`config.mk`:
```
export PLATFORM = sky130hd
export DESIGN_NAME = tagged_length_message_deframer_core_flat
export DESIGN_NICKNAME = d
export VERILOG_FILES = /design/src/design/tlmd_pkg.sv /design/src/design/tlmd_stream_if.sv /design/src/design/tagged_length_message_deframer_core.sv /design/src/flat_wrapper.sv
export SDC_FILE = /design/constraint.sdc
export NUM_CORES = 1
export LEC_CHECK = 0
export BUFFER_PORTS_ARGS = -buffer_cell sky130_fd_sc_hd__buf_2
export CAP_MARGIN = 20
export CORE_UTILIZATION = 50
export DETAILED_ROUTE_END_ITERATION = 7
export PLACE_DENSITY_LB_ADDON = 0.05
export SETUP_SLACK_MARGIN = 0.1
export SYNTH_ARGS = -nofsm -noshare
export SYNTH_HDL_FRONTEND = slang
export SYNTH_SLANG_ARGS = --single-unit
```
`constraint.sdc`:
```
create_clock -name i_clk -period 8.4 [get_ports i_clk]
set_clock_uncertainty 0.15 [all_clocks]
set_input_delay 2.52 -clock i_clk [delete_from_list [all_inputs] [get_ports i_clk]]
set_output_delay 2.52 -clock i_clk [all_outputs]
set_load 0.005 [all_outputs]
```
`src/design/tlmd_pkg.sv`:
```
package tlmd_pkg;

    localparam int unsigned LIMIT_W  = 30;
    localparam int unsigned LENGTH_W = 32;
    localparam int unsigned BYTE_W   = 8;
    localparam int unsigned STATUS_W = 3;
    localparam int unsigned COUNT_W  = 3;
    localparam int unsigned APB_DW   = 32;
    localparam int unsigned APB_AW   = 3;

    localparam logic [LIMIT_W-1:0]  SHORT_LIMIT_RESET = LIMIT_W'(30000);
    localparam logic [LIMIT_W-1:0]  LARGE_LIMIT_RESET = LIMIT_W'(30'h3fff_ffff);
    localparam logic [COUNT_W-1:0]  HEADER_BYTES      = COUNT_W'(5);
    localparam logic [LENGTH_W-1:0] MIN_LENGTH        = LENGTH_W'(4);

    // Register index, taken from paddr[2] (registers sit on a 4-byte stride).
    localparam logic REG_SHORT_LIMIT = 1'b0;
    localparam logic REG_LARGE_LIMIT = 1'b1;

    typedef enum logic [STATUS_W-1:0] {
        ST_HEADER     = 3'd0,
        ST_PAYLOAD    = 3'd1,
        ST_BAD_LENGTH = 3'd2,
        ST_EARLY_END  = 3'd3,
        ST_DROPPED    = 3'd4
    } t_byte_status;

    // Data-bearing message tags may use the large length limit.
    function automatic logic tag_is_large(input logic [BYTE_W-1:0] tag);
        tag_is_large = (tag == BYTE_W'("d")) || (tag == BYTE_W'("D")) ||
                       (tag == BYTE_W'("E")) || (tag == BYTE_W'("V")) ||
                       (tag == BYTE_W'("N")) || (tag == BYTE_W'("A")) ||
                       (tag == BYTE_W'("T")) || (tag == BYTE_W'("t"));
    endfunction

endpackage

```
`src/design/tlmd_stream_if.sv`:
```
interface tlmd_in_if;
    logic                         valid;
    logic                         ready;
    logic [tlmd_pkg::BYTE_W-1:0]  rx_byte;
    logic                         end_of_stream;

    modport source (output valid, rx_byte, end_of_stream, input ready);
    modport sink   (input valid, rx_byte, end_of_stream, output ready);
endinterface

interface tlmd_out_if;
    logic                           valid;
    logic                           ready;
    logic [tlmd_pkg::BYTE_W-1:0]    out_byte;
    logic [tlmd_pkg::BYTE_W-1:0]    msg_tag;
    logic [tlmd_pkg::LENGTH_W-1:0]  msg_length;
    logic [tlmd_pkg::STATUS_W-1:0]  byte_status;
    logic                           last_of_message;

    modport source (output valid, out_byte, msg_tag, msg_length, byte_status,
                    last_of_message, input ready);
    modport sink   (input valid, out_byte, msg_tag, msg_length, byte_status,
                    last_of_message, output ready);
endinterface

```
`src/design/tagged_length_message_deframer_core.sv`:
```
// The result of each accepted input transaction is registered and shown on the output channel.
// One byte per cycle unless the output stalls; the single result register refills as it drains.
// Reset (i_rst_n, synchronous, active low) clears the framing state, the failure flag and the
// output valid, and loads the short and large length limits with their default values.
// After a failure only reset brings the block back to framing.
module tagged_length_message_deframer_core (
    input  logic                          i_clk,
    input  logic                          i_rst_n,
    tlmd_in_if.sink                       i_in,
    tlmd_out_if.source                    o_out,
    input  logic                          psel,
    input  logic                          penable,
    input  logic                          pwrite,
    input  logic [tlmd_pkg::APB_AW-1:0]   paddr,
    input  logic [tlmd_pkg::APB_DW-1:0]   pwdata,
    output logic [tlmd_pkg::APB_DW-1:0]   prdata,
    output logic                          pready
);

    // ------------------------------------------------------------------
    // Configuration registers. A write lands in the access phase; the
    // register index is address bit 2, so every address maps to one of
    // the two limits.
    // ------------------------------------------------------------------
    logic [tlmd_pkg::LIMIT_W-1:0] r_short_limit;
    logic [tlmd_pkg::LIMIT_W-1:0] r_large_limit;
    logic                         cfg_write;

    assign pready    = 1'b1;
    assign cfg_write = psel && penable && pwrite;

    always_ff @(posedge i_clk) begin
        if (!i_rst_n) begin
            r_short_limit <= tlmd_pkg::SHORT_LIMIT_RESET;
            r_large_limit <= tlmd_pkg::LARGE_LIMIT_RESET;
        end else if (cfg_write) begin
            case (paddr[2])
                tlmd_pkg::REG_SHORT_LIMIT: r_short_limit <= pwdata[tlmd_pkg::LIMIT_W-1:0];
                tlmd_pkg::REG_LARGE_LIMIT: r_large_limit <= pwdata[tlmd_pkg::LIMIT_W-1:0];
                default: ;
            endcase
        end
    end

    always_comb begin
        case (paddr[2])
            tlmd_pkg::REG_SHORT_LIMIT:
                prdata = {{(tlmd_pkg::APB_DW-tlmd_pkg::LIMIT_W){1'b0}}, r_short_limit};
            tlmd_pkg::REG_LARGE_LIMIT:
                prdata = {{(tlmd_pkg::APB_DW-tlmd_pkg::LIMIT_W){1'b0}}, r_large_limit};
            default:
                prdata = '0;
        endcase
    end

    // ------------------------------------------------------------------
    // Framing state. The header counter runs 0..4 through the tag and
    // length bytes and sits at five while payload bytes stream through.
    // ------------------------------------------------------------------
    logic [tlmd_pkg::COUNT_W-1:0]  r_header_count, n_header_count;
    logic [tlmd_pkg::BYTE_W-1:0]   r_tag_hold, n_tag_hold;
    logic [tlmd_pkg::LENGTH_W-1:0] r_length_hold, n_length_hold;
    logic [tlmd_pkg::LIMIT_W-1:0]  r_payload_remaining, n_payload_remaining;
    logic                          r_failed, n_failed;

    // Result register, which also serves as the output stage.
    logic                          r_out_valid;
    logic [tlmd_pkg::BYTE_W-1:0]   r_out_byte, n_out_byte;
    tlmd_pkg::t_byte_status        r_status, n_status;
    logic                          r_last, n_last;

    logic                          in_accept;
    logic [tlmd_pkg::COUNT_W-1:0]  count_inc;
    logic [tlmd_pkg::LENGTH_W-1:0] length_shifted;
    logic [tlmd_pkg::LENGTH_W-1:0] length_minus_min;
    logic [tlmd_pkg::LIMIT_W-1:0]  limit_sel;
    logic                          length_bad;

    // The input is taken whenever the result register is empty or is being
    // drained in this same cycle, so a byte can enter on every clock.
    assign i_in.ready = !r_out_valid || o_out.ready;
    assign in_accept  = i_in.valid && i_in.ready;

    assign count_inc        = r_header_count + tlmd_pkg::COUNT_W'(1);
    assign length_shifted   = {r_length_hold[tlmd_pkg::LENGTH_W-tlmd_pkg::BYTE_W-1:0],
                               i_in.rx_byte};
    assign length_minus_min = length_shifted - tlmd_pkg::MIN_LENGTH;
    assign limit_sel        = tlmd_pkg::tag_is_large(r_tag_hold) ? r_large_limit
                                                                 : r_short_limit;
    // The length check happens on the fifth header byte, against the
    // freshly completed length word.
    assign length_bad = (length_shifted < tlmd_pkg::MIN_LENGTH) ||
                        (length_shifted >
                         {{(tlmd_pkg::LENGTH_W-tlmd_pkg::LIMIT_W){1'b0}}, limit_sel});

    always_comb begin
        n_header_count      = r_header_count;
        n_tag_hold          = r_tag_hold;
        n_length_hold       = r_length_hold;
        n_payload_remaining = r_payload_remaining;
        n_failed            = r_failed;
        n_out_byte          = i_in.end_of_stream ? '0 : i_in.rx_byte;
        n_status            = tlmd_pkg::ST_HEADER;
        n_last              = 1'b0;

        if (r_failed) begin
            // Everything after a failure is passed through as dropped.
            n_status = tlmd_pkg::ST_DROPPED;
        end else if (i_in.end_of_stream) begin
            n_status = tlmd_pkg::ST_EARLY_END;
            n_failed = 1'b1;
        end else if (r_header_count == '0) begin
            // Tag byte opens a new message.
            n_tag_hold     = i_in.rx_byte;
            n_length_hold  = '0;
            n_header_count = count_inc;
        end else if (r_header_count < tlmd_pkg::HEADER_BYTES) begin
            n_length_hold  = length_shifted;
            n_header_count = count_inc;
            if (count_inc == tlmd_pkg::HEADER_BYTES) begin
                if (length_bad) begin
                    n_status = tlmd_pkg::ST_BAD_LENGTH;
                    n_failed = 1'b1;
                end else begin
                    n_payload_remaining = length_minus_min[tlmd_pkg::LIMIT_W-1:0];
                    // A message with an empty payload ends on its last header byte.
                    if (length_minus_min == '0) begin
                        n_last         = 1'b1;
                        n_header_count = '0;
                    end
                end
            end
        end else begin
            n_status = tlmd_pkg::ST_PAYLOAD;
            if (r_payload_remaining <= tlmd_pkg::LIMIT_W'(1)) begin
                n_payload_remaining = '0;
                n_last              = 1'b1;
                n_header_count      = '0;
            end else begin
                n_payload_remaining = r_payload_remaining - tlmd_pkg::LIMIT_W'(1);
            end
        end
    end

    always_ff @(posedge i_clk) begin
        if (!i_rst_n) begin
            r_header_count      <= '0;
            r_tag_hold          <= '0;
            r_length_hold       <= '0;
            r_payload_remaining <= '0;
            r_failed            <= 1'b0;
            r_out_valid         <= 1'b0;
        end else begin
            if (in_accept) begin
                r_header_count      <= n_header_count;
                r_tag_hold          <= n_tag_hold;
                r_length_hold       <= n_length_hold;
                r_payload_remaining <= n_payload_remaining;
                r_failed            <= n_failed;
                r_out_valid         <= 1'b1;
            end else if (o_out.ready) begin
                r_out_valid         <= 1'b0;
            end
        end
    end

    // Result payload: loaded with each accepted transaction, no reset needed.
    always_ff @(posedge i_clk) begin
        if (in_accept) begin
            r_out_byte <= n_out_byte;
            r_status   <= n_status;
            r_last     <= n_last;
        end
    end

    // The held tag and length are the post-transaction state, so they are
    // shown straight from the state registers.
    assign o_out.valid           = r_out_valid;
    assign o_out.out_byte        = r_out_byte;
    assign o_out.msg_tag         = r_tag_hold;
    assign o_out.msg_length      = r_length_hold;
    assign o_out.byte_status     = r_status;
    assign o_out.last_of_message = r_last;

    // ------------------------------------------------------------------
    // Assertions
    // ------------------------------------------------------------------
    a_failed_sticks : assert property (@(posedge i_clk) disable iff (!i_rst_n)
        r_failed |=> r_failed)
        else $error("failure flag cleared without reset");

    a_count_range : assert property (@(posedge i_clk) disable iff (!i_rst_n)
        r_header_count <= tlmd_pkg::HEADER_BYTES)
        else $error("header counter out of range");

    a_last_rearms : assert property (@(posedge i_clk) disable iff (!i_rst_n)
        (in_accept && n_last) |=> (r_header_count == '0))
        else $error("framing not rearmed after last byte of message");

    a_error_fails : assert property (@(posedge i_clk) disable iff (!i_rst_n)
        (in_accept && (n_status == tlmd_pkg::ST_BAD_LENGTH ||
                       n_status == tlmd_pkg::ST_EARLY_END)) |=> r_failed)
        else $error("error reported without entering failure");

    a_last_only_valid : assert property (@(posedge i_clk) disable iff (!i_rst_n)
        (r_out_valid && r_last) |->
            (r_status == tlmd_pkg::ST_HEADER || r_status == tlmd_pkg::ST_PAYLOAD))
        else $error("end of message marked on an error or dropped byte");

endmodule

```
`src/flat_wrapper.sv`:
```
// flat-port wrapper written by rule: the top's interface ports become plain ports
module tagged_length_message_deframer_core_flat 
  (i_clk, i_rst_n, psel, penable, pwrite, paddr, pwdata, prdata, pready, i_in_valid, i_in_rx_byte, i_in_end_of_stream, i_in_ready, o_out_valid, o_out_out_byte, o_out_msg_tag, o_out_msg_length, o_out_byte_status, o_out_last_of_message, o_out_ready);
  tlmd_in_if i_in_i ();
  tlmd_out_if o_out_i ();
  input  logic i_clk;
  input  logic i_rst_n;
  input  logic psel;
  input  logic penable;
  input  logic pwrite;
  input  logic [tlmd_pkg::APB_AW-1:0] paddr;
  input  logic [tlmd_pkg::APB_DW-1:0] pwdata;
  output logic [tlmd_pkg::APB_DW-1:0] prdata;
  output logic pready;
  input wire logic [$bits(i_in_i.valid)-1:0] i_in_valid;
  input wire logic [$bits(i_in_i.rx_byte)-1:0] i_in_rx_byte;
  input wire logic [$bits(i_in_i.end_of_stream)-1:0] i_in_end_of_stream;
  output wire logic [$bits(i_in_i.ready)-1:0] i_in_ready;
  output wire logic [$bits(o_out_i.valid)-1:0] o_out_valid;
  output wire logic [$bits(o_out_i.out_byte)-1:0] o_out_out_byte;
  output wire logic [$bits(o_out_i.msg_tag)-1:0] o_out_msg_tag;
  output wire logic [$bits(o_out_i.msg_length)-1:0] o_out_msg_length;
  output wire logic [$bits(o_out_i.byte_status)-1:0] o_out_byte_status;
  output wire logic [$bits(o_out_i.last_of_message)-1:0] o_out_last_of_message;
  input wire logic [$bits(o_out_i.ready)-1:0] o_out_ready;
  assign i_in_i.valid = i_in_valid;
  assign i_in_i.rx_byte = i_in_rx_byte;
  assign i_in_i.end_of_stream = i_in_end_of_stream;
  assign i_in_ready = i_in_i.ready;
  assign o_out_valid = o_out_i.valid;
  assign o_out_out_byte = o_out_i.out_byte;
  assign o_out_msg_tag = o_out_i.msg_tag;
  assign o_out_msg_length = o_out_i.msg_length;
  assign o_out_byte_status = o_out_i.byte_status;
  assign o_out_last_of_message = o_out_i.last_of_message;
  assign o_out_i.ready = o_out_ready;
  tagged_length_message_deframer_core u_core (.i_clk(i_clk), .i_rst_n(i_rst_n), .i_in(i_in_i), .o_out(o_out_i), .psel(psel), .penable(penable), .pwrite(pwrite), .paddr(paddr), .pwdata(pwdata), .prdata(prdata), .pready(pready));
endmodule
```
Yosys cells after proc, flatten, opt, wreduce, memory -nomap -nowiden
Cells that the tools add are included.

operators by class
  add/subtract/negate cells = 3
  equality and inequality tests = 11
  order comparisons = 4
  bitwise operators = 4
  mux-type cells = 32
  reduce and logical (&&, ||, !) cells = 25

operators by type and width
  operator                 number
  $mux W30                 5
  $eq A8 B7 Y1 const B     8
  $mux W32                 2
  $pmux W32 S2             1
  $gt A32 B30 Y1           1
  $logic_not A32 Y1        1
  $lt A32 B3 Y1 const B    1
  $sub A32 B3 Y32 const B  1
  $le A30 B1 Y1 const B    1
  $mux W3                  10
  $sub A30 B1 Y30 const B  1
  $mux W1                  13
  $reduce_and A4 Y1        3
  $logic_or A1 B1 Y1       9
  $reduce_and A6 Y1        1
  $ne A2 B2 Y1 const B     2
  $not A1 Y1               4
  $reduce_and A2 Y1        2
  $reduce_bool A2 Y1       2
  $add A3 B1 Y3 const B    1
  $eq A3 B3 Y1 const B     1
  $logic_and A1 B1 Y1      3
  $logic_not A3 Y1         1
  $lt A3 B3 Y1 const B     1
  other kinds (4)          4

storage, ports and cells
  register bits after elaboration = 147
  input port bits = 51
  word-level logic and storage cells = 90

Longest topological paths before layout
Gate-level depths: netlist of run 1.

  depth in word-level cells = 17
  gate-level depth with buffers = 16

Worst setup path before layout of run 1
OpenSTA, ideal clock, no wires.

  path kind = input to output
  start = input paddr[2] (netlist bit)
  end = output prdata[0] (netlist bit)
  required time = 5.730 ns
  slack = 2.312 ns
  stages on the path = 3
  buffers on the path = 2
  arrival time = 3.418 ns
  cells stage by stage = clkbuf_1 clkbuf_1 mux2_2

between the ends
  longest elaborated chain between the ends = 2

RTL lines
  item                         RTL line                                   text
  from (decl)                  flat_wrapper.sv:11                         input logic [tlmd_pkg::APB_AW-1:0] paddr;
  $not A1 Y1 (no source line)  --
  $pmux W32 S2 *               tagged_length_message_deframer_core.sv:46  case (paddr[2])
  to (decl)                    flat_wrapper.sv:13                         output logic [tlmd_pkg::APB_DW-1:0] prdata;

Mark *: on every way between the ends. The rest lies on a longest branch, timed or not. The select of a mux whose other input is x is not followed.

Final worst setup path of run 1
  start = input paddr[2] (netlist bit)
  end = output prdata[14] (netlist bit)

The elaborated chain is that of the path after synthesis.

==> implementation parameters, run 1 <==
Parameter                              Value

Worst hold path
  Path category of the worst min-delay check    reg -> reg

Pwr
  Overall power of the completed layout    1700 uW
  Power Density    173 mW/mm2
  Leakage power    0.00395 uW
  Peak supply drop    0.156 mV

Setup path
  Worst path arrival time    3.72 ns
  Kind of end point of the critical path    primary output
  Startpoint Class    input port
  Register-to-Register Path Depth    13
  Slowest library cell on the worst path    buf_2
  R2r endpoint    u_core.r_payload_remaining[23]
  Chain of cells forming the critical path    buf_2 > mux2_2 > buf_2
  Setup slack of the most critical reg-to-reg path    3.71 ns
  Startpoint of the lowest-slack register-to-register path    u_core.o_out.msg_tag[0]
  Worst setup endpoint    prdata[14]
  Maximum fanout along the worst path    33
  Cell repeated most along the worst path    buf_2
  Required time at the worst-slack endpoint    roughly 5.7 ns
  CP startpoint    paddr[2]
  Worst Path Class, Setup    in -> out
  Max stage delay on crit path    0.62 ns

GRT
  First-pass GRT wire length    38700 um
  Final global-route overflow total    0
  Number of global-route vias before repair    7429
  Pin count of the biggest net entering global routing    64
  Number of antenna violations at the first check in global routing    0
  Total GRT Usage    27.4%

Logic synthesis
  Fraction of registers with async set or reset after synthesis    0%
  Count of flip-flops with a built-in enable after synthesis    12
  Cell Area, Synth    between 0.008 and 0.009 mm2
  Distinct cells, synth    71
  Fraction of synthesized cell area taken by the top area cell type    31.7%
  Synthesis warning total    0
  Syn avg cell area    7.93 um2
  Number of synthesized register bits    147
  Post-synthesis cell type with the largest combined area    dfxtp_1
  Leading post-synthesis cells by cell area    dfxtp_1 32%, nand2_1 9.2%, a21oi_1 5.6%, ha_1 5.4%, nand3_1 4.3%
  Sequential element share of the synthesized area    35.9%
  Gate count of the mapped netlist    ~1100
  Most used DFF post-synth    dfxtp_1

Clock network
  Cell at the root of the clock tree    clkbuf_16
  # clock sinks    roughly 150
  Total clock buffers created by CTS    17
  Insertion delay of the later-clocked pin in the worst-skew pair    0.43 ns
  # Post-CTS Setup Buffers    0
  Post-cts gate resize count    0
  CTS tree    done
  Buffers from clock root to sink, at most    2
  Maximum level of the CTS H-tree    4
  Count of hold buffers inserted by post-cts repair    0
  Register clock-pin slew on the reported worst setup and hold paths    0.07 ns

Floorplan
  DIE HEIGHT    133 um
  Die width    133 um
  Initial Utilization    51.2%
  Overall die area    about 0.018 mm2
  Number of rows in the core area    47
  # IOs    138
  Core area    0.0166 mm2

Layout
  P&R area growth vs syn    15.5%
  Most frequent standard cell in the layout excluding fill and tap cells    nand2_1
  NumNets Final    1239
  Share of post-route cells with drive strength above 1    approximately a fifth
  Fillcell total    1613
  Most frequent cells in the layout    210 x nand2_1, 135 x dfxtp_1, 130 x buf_2
  Antenna diode count    0

STA
  Headroom to the max-slew limit    about 33%
  Final number of hold-violating endpoints    0
  Count of final max-slew check failures    0
  Final Setup Violations    0
  Period minus WS final    6.39 ns
  Accumulated negative setup slack    0 ns
  Setup repair after global routing missed its margin    false
  Max Fclk    157 MHz
  Post-route fraction of the period consumed by the critical path    76.0%
  Tightest Pin Transition    1.00 ns

Detailed routing
  DRT Pass-1 Iters    5
  Via total after detailed routing    8012
  Drt initial violations    between 500 and 600
  DRC viols    0
  DR vias/cell    5.79
  Detailed-routed wire length on met2    11300 um
  Detailed-routed wire length on met3    about 1300 um
  Detail-routed net length per standard cell    17.3 um
  Post-detailed-routing wire length    23900 um
  Top Metal Used    met4
  Count of antenna-violating nets left after detailed routing    0
  Wire length on met1    11000 um

Placed design
  Final weighted congestion in routability-driven placement    0.843
  Number of buffers inserted by port buffering    130
  Detail Placement HPWL    15700 um

Outcome
  Outcome    finished, final reports clean

Job
  Max-Cap Viols    0
[registers in the layout, indices dropped and copies added, names as in the netlist]
signal and cells:
u_core.o_out.last_of_message 1, u_core.r_large_limit 30, u_core.o_out.byte_status 3, u_core.o_out.valid 1, u_core.o_out.msg_length 32, u_core.r_header_count 3, u_core.o_out.msg_tag 8, u_core.r_payload_remaining 30
u_core.r_short_limit 30, u_core.r_failed 1, u_core.o_out.out_byte 8
[synth_stat cells, types with 3 or more instances]
cell type	number
mux2_2	31
o21ai_1	3
a211oi_1	7
xnor2_1	13
nand3_1	73
o311ai_1	5
mux2i_1	33
nor3b_1	3
o32ai_1	5
a31oi_1	6
o311ai_0	19
nand4_1	12
buf_2	13
nand2b_1	11
a21oi_1	95
or3_1	6
nor2b_1	10
o22ai_1	15
nor4_1	13
nor3_1	15
a22oi_1	5
clkbuf_1	67
xor2_1	12
o21a_1	4
o31ai_1	12
ha_1	37
inv_1	15
buf_4	3
dfxtp_1	135
nand2_1	210
or4_1	11
o21ai_0	43
nor2_1	71
edfxtp_1	12
o211ai_1	4
[final cells by class]
class,instances,area (um2),area share (%)
Timing Repair Buffer,143,768,7.80
Tap cell,220,275,2.79
Clock buffer,18,439,4.46
Clock inverter,14,183,1.85
Multi-Input combinational cell,826,5060,51.4
Inverter,16,61.3,0.622
Sequential cell,147,3060,31.1
[worst max-delay path: cells and delay by family]
family | cells | cell delay, ns
mux | 1 | 0.43
buf+inv | 2 | 0.75
[per-layer routing]
metal | vias to the layer above | GRT usage [%]
met5 | - | 0
met4 | 0 | 7.73
met3 | 21 | 5.36
met2 | 233 | 44.9
met1 | 3749 | 36.6
li1 | 4009 | -
[cells by family (layout without fill, tap and decap cells)]
| logic type | after synthesis | after routing | synth area share [%] |
|---|---|---|---|
| multiplexers | 64 | 64 | 7.97 |
| XOR/XNOR | 25 | 25 | 2.57 |
| buffers and inverters | 103 | 191 | 5.05 |
| adder cells (fa/ha/maj) | 37 | 37 | 5.43 |
| other | 2 | 3 | 0.0881 |
| flip-flops | 147 | 147 | 35.9 |
| AND/OR/NAND/NOR | 459 | 459 | 25.5 |
| AO/OA/AOI/OAI | 238 | 238 | 17.5 |
[stage by stage]
step	worst slack [ns]	hold WS [ns]	utilization (%)	cell area (um2)	std cells
2_1_floorplan	2.31	0.294	-	8530	1076
3_3_place_gp	2.01	0.287	55.3	9200	1351
3_5_place_dp	2.01	0.293	55.3	9200	1351
4_1_cts	2.01	0.302	59.0	9820	1383
5_1_grt	1.97	0.318	59.2	9850	1384
6_report	2.01	0.297	59.2	9850	1384
[worst min-delay path by stage]
stage | start | to | cells past startpoint
6_report | u_core.o_out.msg_length[29] | u_core.o_out.msg_length[29] | 2
5_1_grt | u_core.o_out.msg_length[31] | u_core.o_out.msg_length[31] | 2
3_3_place_gp | u_core.o_out.msg_length[29] | u_core.o_out.msg_length[29] | 2
4_1_cts | u_core.o_out.msg_length[24] | u_core.o_out.msg_length[24] | 2
2_1_floorplan | u_core.r_short_limit[0] | u_core.r_short_limit[0] | 2
3_5_place_dp | u_core.o_out.msg_length[24] | u_core.o_out.msg_length[24] | 2
[power by group]
part	switching, uW	internal, uW	total (uW)	leakage [uW]
clock	350	463	813	0.000307
sequential	12.8	723	736	0.00121
combinational	94.2	61.0	155	0.00243
total	457	1250	1700	0.00395
(Power assumes the default switching activity.)
==> run 2, diff against run 1 <==
ABC_AREA = 1   (was default)
clock period = 5.4 ns   (was 8.4 ns; I/O delays follow)
==> run 2 against run 1 <==
Global-route usage increased by 0.47 points. Cell count increased by 17%. Clock-buffer cell count increased by 3. Critical path type unchanged. Synthesized cell count increased by 20%. Largest power group unchanged. Total power increased by 71%.
==> implementation parameters, run 2 <==
Parameter                              Value

Detailed routing
  DR vias/cell    5.33
  Post-detailed-routing wire length    approximately 24000 um
  DRT Pass-1 Iters    5
  Via total after detailed routing    8621
  Detail-routed net length per standard cell    15.1 um
  Drt initial violations    565
  Count of antenna-violating nets left after detailed routing    0
  DRC viols    0

Logic synthesis
  Post-synthesis cell type with the largest combined area    dfxtp_1
  Most frequently used cell type in the post-synthesis netlist    nand2_1
  Leading post-synthesis cells by cell area    dfxtp_1 31%, nand2_1 13%, o21ai_0 8.5%, a21oi_1 6.7%, nor2_1 6.2%
  Cell Area, Synth    0.00869 mm2
  Gate count of the mapped netlist    1287
  Fraction of registers with async set or reset after synthesis    0%
  Distinct cells, synth    39
  Number of synthesized register bits    147
  Count of flip-flops with a built-in enable after synthesis    12
  Post-synth top cells    307 x nand2_1, 147 x o21ai_0, 144 x nor2_1, 135 x dfxtp_1, 117 x a21oi_1
  Most used DFF post-synth    dfxtp_1
  Sequential element share of the synthesized area    35.2%
  Fraction of synthesized cell area taken by the top area cell type    31.1%
  Syn avg cell area    6.75 um2
  Synthesis warning total    0

Setup path
  Required time at the worst-slack endpoint    3.63 ns
  Maximum fanout along the worst path    62
  Kind of end point of the critical path    primary output
  Startpoint Class    input port
  Register-to-Register Path Depth    19
  Worst path arrival time    2.80 ns
  Worst Path Class, Setup    in -> out

Pwr
  Power Density    about 290 mW/mm2
  Leakage power    0.00501 uW
  Overall power of the completed layout    about 2900 uW
  Peak supply drop    0.247 mV

Worst hold path
  Hold path depth    2
  Path category of the worst min-delay check    reg -> reg

Outcome
  Outcome    finished, final reports clean

GRT
  Total GRT Usage    between 20% and 30%
  First-pass GRT wire length    39200 um
  Number of global-route vias before repair    7699
  Pin count of the biggest net entering global routing    between 80 and 90
  Final global-route overflow total    0
  Number of antenna violations at the first check in global routing    0

Clock network
  Post-cts gate resize count    0
  Maximum level of the CTS H-tree    4
  # clock sinks    147
  Cell at the root of the clock tree    clkbuf_16
  # Post-CTS Setup Buffers    0
  Register clock-pin slew on the reported worst setup and hold paths    around 0.06 ns
  CTS tree    done
  Buffers from clock root to sink, at most    2
  Count of hold buffers inserted by post-cts repair    0
  Total clock buffers created by CTS    17
  Insertion delay of the later-clocked pin in the worst-skew pair    0.44 ns

Placed design
  Number of buffers inserted by port buffering    130
  Detail Placement HPWL    17300 um
  DP Area    approximately 0.0094 mm2
  Final weighted congestion in routability-driven placement    0.878

STA
  Final number of hold-violating endpoints    0
  Setup repair after global routing missed its margin    false
  Period minus WS final    between 4 and 5 ns
  Max Fclk    between 200 and 250 MHz
  Count of final max-slew check failures    0
  Final Setup Violations    0
  Accumulated negative setup slack    0 ns
  Tightest Pin Transition    1.03 ns
  Post-route fraction of the period consumed by the critical path    84.7%
  Headroom to the max-slew limit    31.1%

Layout
  NumNets Final    1472
  Antenna diode count    0
  Post-route design area    0.0100 mm2
  Sequential cell area    0.00306 mm2
  Most frequent standard cell in the layout excluding fill and tap cells    nand2_1
  Share of post-route cells with drive strength above 1    16.0%
  Fillcell total    1640
  Most frequent cells in the layout    307 x nand2_1, 147 x o21ai_0, 143 x nor2_1
  P&R area growth vs syn    15.4%
  Number of flip-flops under the largest register name    32
  Area taken by multi-input logic gates    0.00489 mm2

Floorplan
  # IOs    138
  DIE HEIGHT    134 um
  Initial Utilization    51.8%
  Number of rows in the core area    47
  Die width    134 um
  Core area    0.0168 mm2
  Overall die area    0.0179 mm2

Job
  Max-Cap Viols    0
## run 2: routing by layer
layer  track usage, %  vias to the layer above  part of all wire, %
met5                0                        -                    0
met3             5.37                       38                  5.9
met4             9.41                        0                  2.4
li1                 -                     4448                    -
met1             36.1                     3867                   45
met2             46.3                      268                   47
## run 2: final timing paths
kind	from	end	slack, ns
setup reg to reg	u_core.o_out.msg_tag[4]	u_core.r_payload_remaining[4]	1.23
setup / recovery	paddr[2]	prdata[18]	0.83
hold reg to reg	u_core.r_short_limit[25]	u_core.r_short_limit[25]	0.32
hold / removal	u_core.r_short_limit[25]	u_core.r_short_limit[25]	0.32
## run 2: through the flow
stage / hold WS (ns) / setup slack [ns] / std cells / util, %
finish: 0.321 / 0.827 / 1617 / 59.8
global placement: 0.308 / 0.829 / 1585 / 56.1
CTS: 0.326 / 0.819 / 1617 / 59.8
global route: 0.341 / 0.635 / 1617 / 59.8
floorplan: 0.295 / 1.37 / 1288 / -
detailed placement: 0.311 / 0.817 / 1585 / 56.1
## run 2: cell type report
class | instances | share of cell area, %
clock inverter | 11 | 1.52
sequential | 147 | 30.6
inverter | 121 | 4.53
timing repair buffer | 139 | 7.16
tap | 220 | 2.75
clock buffer | 21 | 4.69
multi-input combinational | 958 | 48.8
## run 2: power by group
part / switching, uW / internal (uW) / leakage (uW)
Combinational: 304 / 166 / 0.00348
Sequential: 45.7 / 1140 / 0.00122
Clock: 488 / 767 / 0.000308
## run 2: logic make-up (layout without fill, tap and decap cells)
group,after synthesis,after routing,share of synthesized area [%]
AO/OA/AOI/OAI,322,322,20.2
flip-flops,147,147,35.2
other,2,3,0.0864
buffers and inverters,183,292,8.58
adder cells (fa/ha/maj),37,37,5.33
XOR/XNOR,23,23,2.32
AND/OR/NAND/NOR,573,573,28.2
## run 2: critical path, stage by stage
cell and delay, ns:
buf_2 0.71, o21ai_0 0.27, buf_2 0.19
==> run 3, diff against run 2 <==
ABC_AREA = 0   (was 1)
clock period = 4.5 ns   (was 5.4 ns; I/O delays follow)
==> run 3 against run 2 <==
Sequential power up 15%. Flip-flop and latch count did not move. Routed wire length fell by 1.5%. Setup slack lost 0.40 ns. First-iteration DRC count is 13% lower. Global-route usage down 1.1 points. Clock-buffer cell count decreased by 4. Largest power group is now sequential cells.
==> implementation parameters, run 3 (synthesized netlist as in run 1, its figures left out) <==
Parameter                              Value

Layout
  Antenna diode count    0
  Most frequent cells in the layout    210 x nand2_1, 135 x dfxtp_1, 130 x buf_2
  Number of non-filler instances in the completed layout    1397
  Most frequent standard cell in the layout excluding fill and tap cells    nand2_1
  Post-route design area    approximately 0.0099 mm2
  Final core area utilization    59.6%
  Fillcell total    1555
  Number of flip-flops under the largest register name    32
  Share of post-route cells with drive strength above 1    20.6%
  P&R area growth vs syn    16.4%
  NumNets Final    between 1000 and 1500

Detailed routing
  Drt initial violations    492
  DRT Pass-1 Iters    5
  DRC viols    0
  Via total after detailed routing    8038
  Count of antenna-violating nets left after detailed routing    0
  Detail-routed net length per standard cell    17.2 um
  DR vias/cell    5.75
  Post-detailed-routing wire length    24000 um

Floorplan
  Die width    133 um
  DIE HEIGHT    133 um
  Core area    ~0.017 mm2
  Overall die area    approximately 0.018 mm2
  Initial Utilization    51.2%
  # IOs    between 100 and 150
  Number of rows in the core area    47

Pwr
  Relative contribution of the clock network to total power    45.1%
  Power Density    307 mW/mm2
  Switching share of total power    27.7%
  Int Pwr    2200 uW
  Sequential power share    45.1%
  Combinational fraction of design power    9.8%
  Peak supply drop    0.320 mV
  Leakage power    between 0.003 and 0.004 uW
  Net Switching    843 uW

Clock network
  Cell at the root of the clock tree    clkbuf_16
  Register clock-pin slew on the reported worst setup and hold paths    0.06 ns
  Count of hold buffers inserted by post-cts repair    0
  Buffers from clock root to sink, at most    2
  CTS tree    done
  Total clock buffers created by CTS    17
  Insertion delay of the later-clocked pin in the worst-skew pair    0.43 ns
  Maximum level of the CTS H-tree    4
  # clock sinks    147

STA
  Final number of hold-violating endpoints    0
  Max Fclk    246 MHz
  Setup repair after global routing missed its margin    false
  Final hold slack    0.296 ns
  Count of final max-slew check failures    0
  Post-route fraction of the period consumed by the critical path    90.5%
  Final Setup Violations    0
  Accumulated negative setup slack    0 ns
  Tightest Pin Transition    0.918 ns
  Period minus WS final    about 4.1 ns
  Headroom to the max-slew limit    38.8%

GRT
  Total GRT Usage    26.7%
  Number of antenna violations at the first check in global routing    0
  Pin count of the biggest net entering global routing    88
  First-pass GRT wire length    37700 um
  Final global-route overflow total    0
  Number of global-route vias before repair    7185

Setup path
  Setup slack of the most critical reg-to-reg path    0.43 ns
  Worst Path Class, Setup    reg -> reg
  Worst path arrival time    between 4 and 5 ns
  Register-to-Register Path Depth    13
  Required time at the worst-slack endpoint    4.64 ns
  Kind of end point of the critical path    flip-flop
  Startpoint Class    flip-flop
  Maximum fanout along the worst path    30
  R2r endpoint    u_core.r_payload_remaining[23]
  Startpoint of the lowest-slack register-to-register path    u_core.o_out.msg_tag[0]

Worst hold path
  Path category of the worst min-delay check    reg -> reg
  Startpoint of the most critical hold path    u_core.o_out.msg_length[29]
  Hold path depth    2
  Hold worst-path end    u_core.o_out.msg_length[29]

Outcome
  Outcome    finished, final reports clean

Job
  Max-Cap Viols    0

Placed design
  Number of instances in the placed design    1366
  Final weighted congestion in routability-driven placement    between 0.8 and 0.9
  Number of buffers inserted by port buffering    130
  DP Area    ~0.0093 mm2
  Detail Placement HPWL    16000 um
==> run 3: cell type report <==
cell class	instances	area, um2	share of cell area, %
multi-input combinational	826	5070	51.1
timing repair buffer	157	891	8.98
tap	220	275	2.77
clock buffer	17	425	4.29
inverter	16	60.1	0.605
clock inverter	14	136	1.37
sequential	147	3060	30.9
==> run 3: timing repair <==
item	4_1_cts	5_1_grt
setup buffers	0	0
resized for setup	0	3
setup endpoints to repair	0	30
==> run 3: worst max-delay path by stage <==
stage          cells after the start  slack [ns]                              to                     from
6_report                          13        0.43  u_core.r_payload_remaining[23]  u_core.o_out.msg_tag[0]
4_1_cts                           13        0.18  u_core.r_payload_remaining[28]  u_core.o_out.msg_tag[4]
3_3_place_gp                      13        0.21  u_core.r_payload_remaining[28]  u_core.o_out.msg_tag[0]
3_5_place_dp                      13        0.20  u_core.r_payload_remaining[28]  u_core.o_out.msg_tag[4]
5_1_grt                           15        0.09  u_core.r_payload_remaining[27]  u_core.o_out.msg_tag[4]
2_1_floorplan                      9        0.23    u_core.o_out.last_of_message          i_in_rx_byte[7]
==> run 3: worst max-delay path, stage by stage, from the launching register on <==
cell and delay [ns]:
dfxtp_1 0.36, nor4_1 0.30, a31oi_1 0.08, nor4b_2 0.34, buf_12 0.28, mux2i_1 0.14
ha_1 0.33, nand4_1 0.18, or4_1 0.59, o22ai_2 0.23, a41oi_2 0.19, buf_4 0.24
o311ai_0 0.36, o31ai_1 0.12
==> run 3: metrics by stage <==
| stage | worst slack [ns] | power (uW) |
|---|---|---|
| floorplan | 0.232 | 1580 |
| global placement | 0.214 | 1690 |
| detailed placement | 0.203 | 1700 |
| CTS | 0.177 | 3050 |
| global route | 0.0949 | 3150 |
| finish | 0.429 | 3040 |
==> run 3: power groups by stage <==
stage / clock network [uW] / registers, uW / logic (uW)
after floorplan: 0 / 1400 / 184
after global placement: 0 / 1400 / 292
after detailed placement: 0 / 1400 / 294
after CTS: 1390 / 1370 / 296
after global routing: 1440 / 1380 / 328
final: 1370 / 1370 / 298
==> run 3: routing by layer <==
layer / routed length (um) / up-vias / global-route usage (%)
li1: - / 4030 / -
met1: 11200 / 3757 / 36.0
met2: 11200 / 223 / 43.2
met3: 1240 / 28 / 5.71
met4: 372 / 0 / 7.09
met5: 0 / - / 0
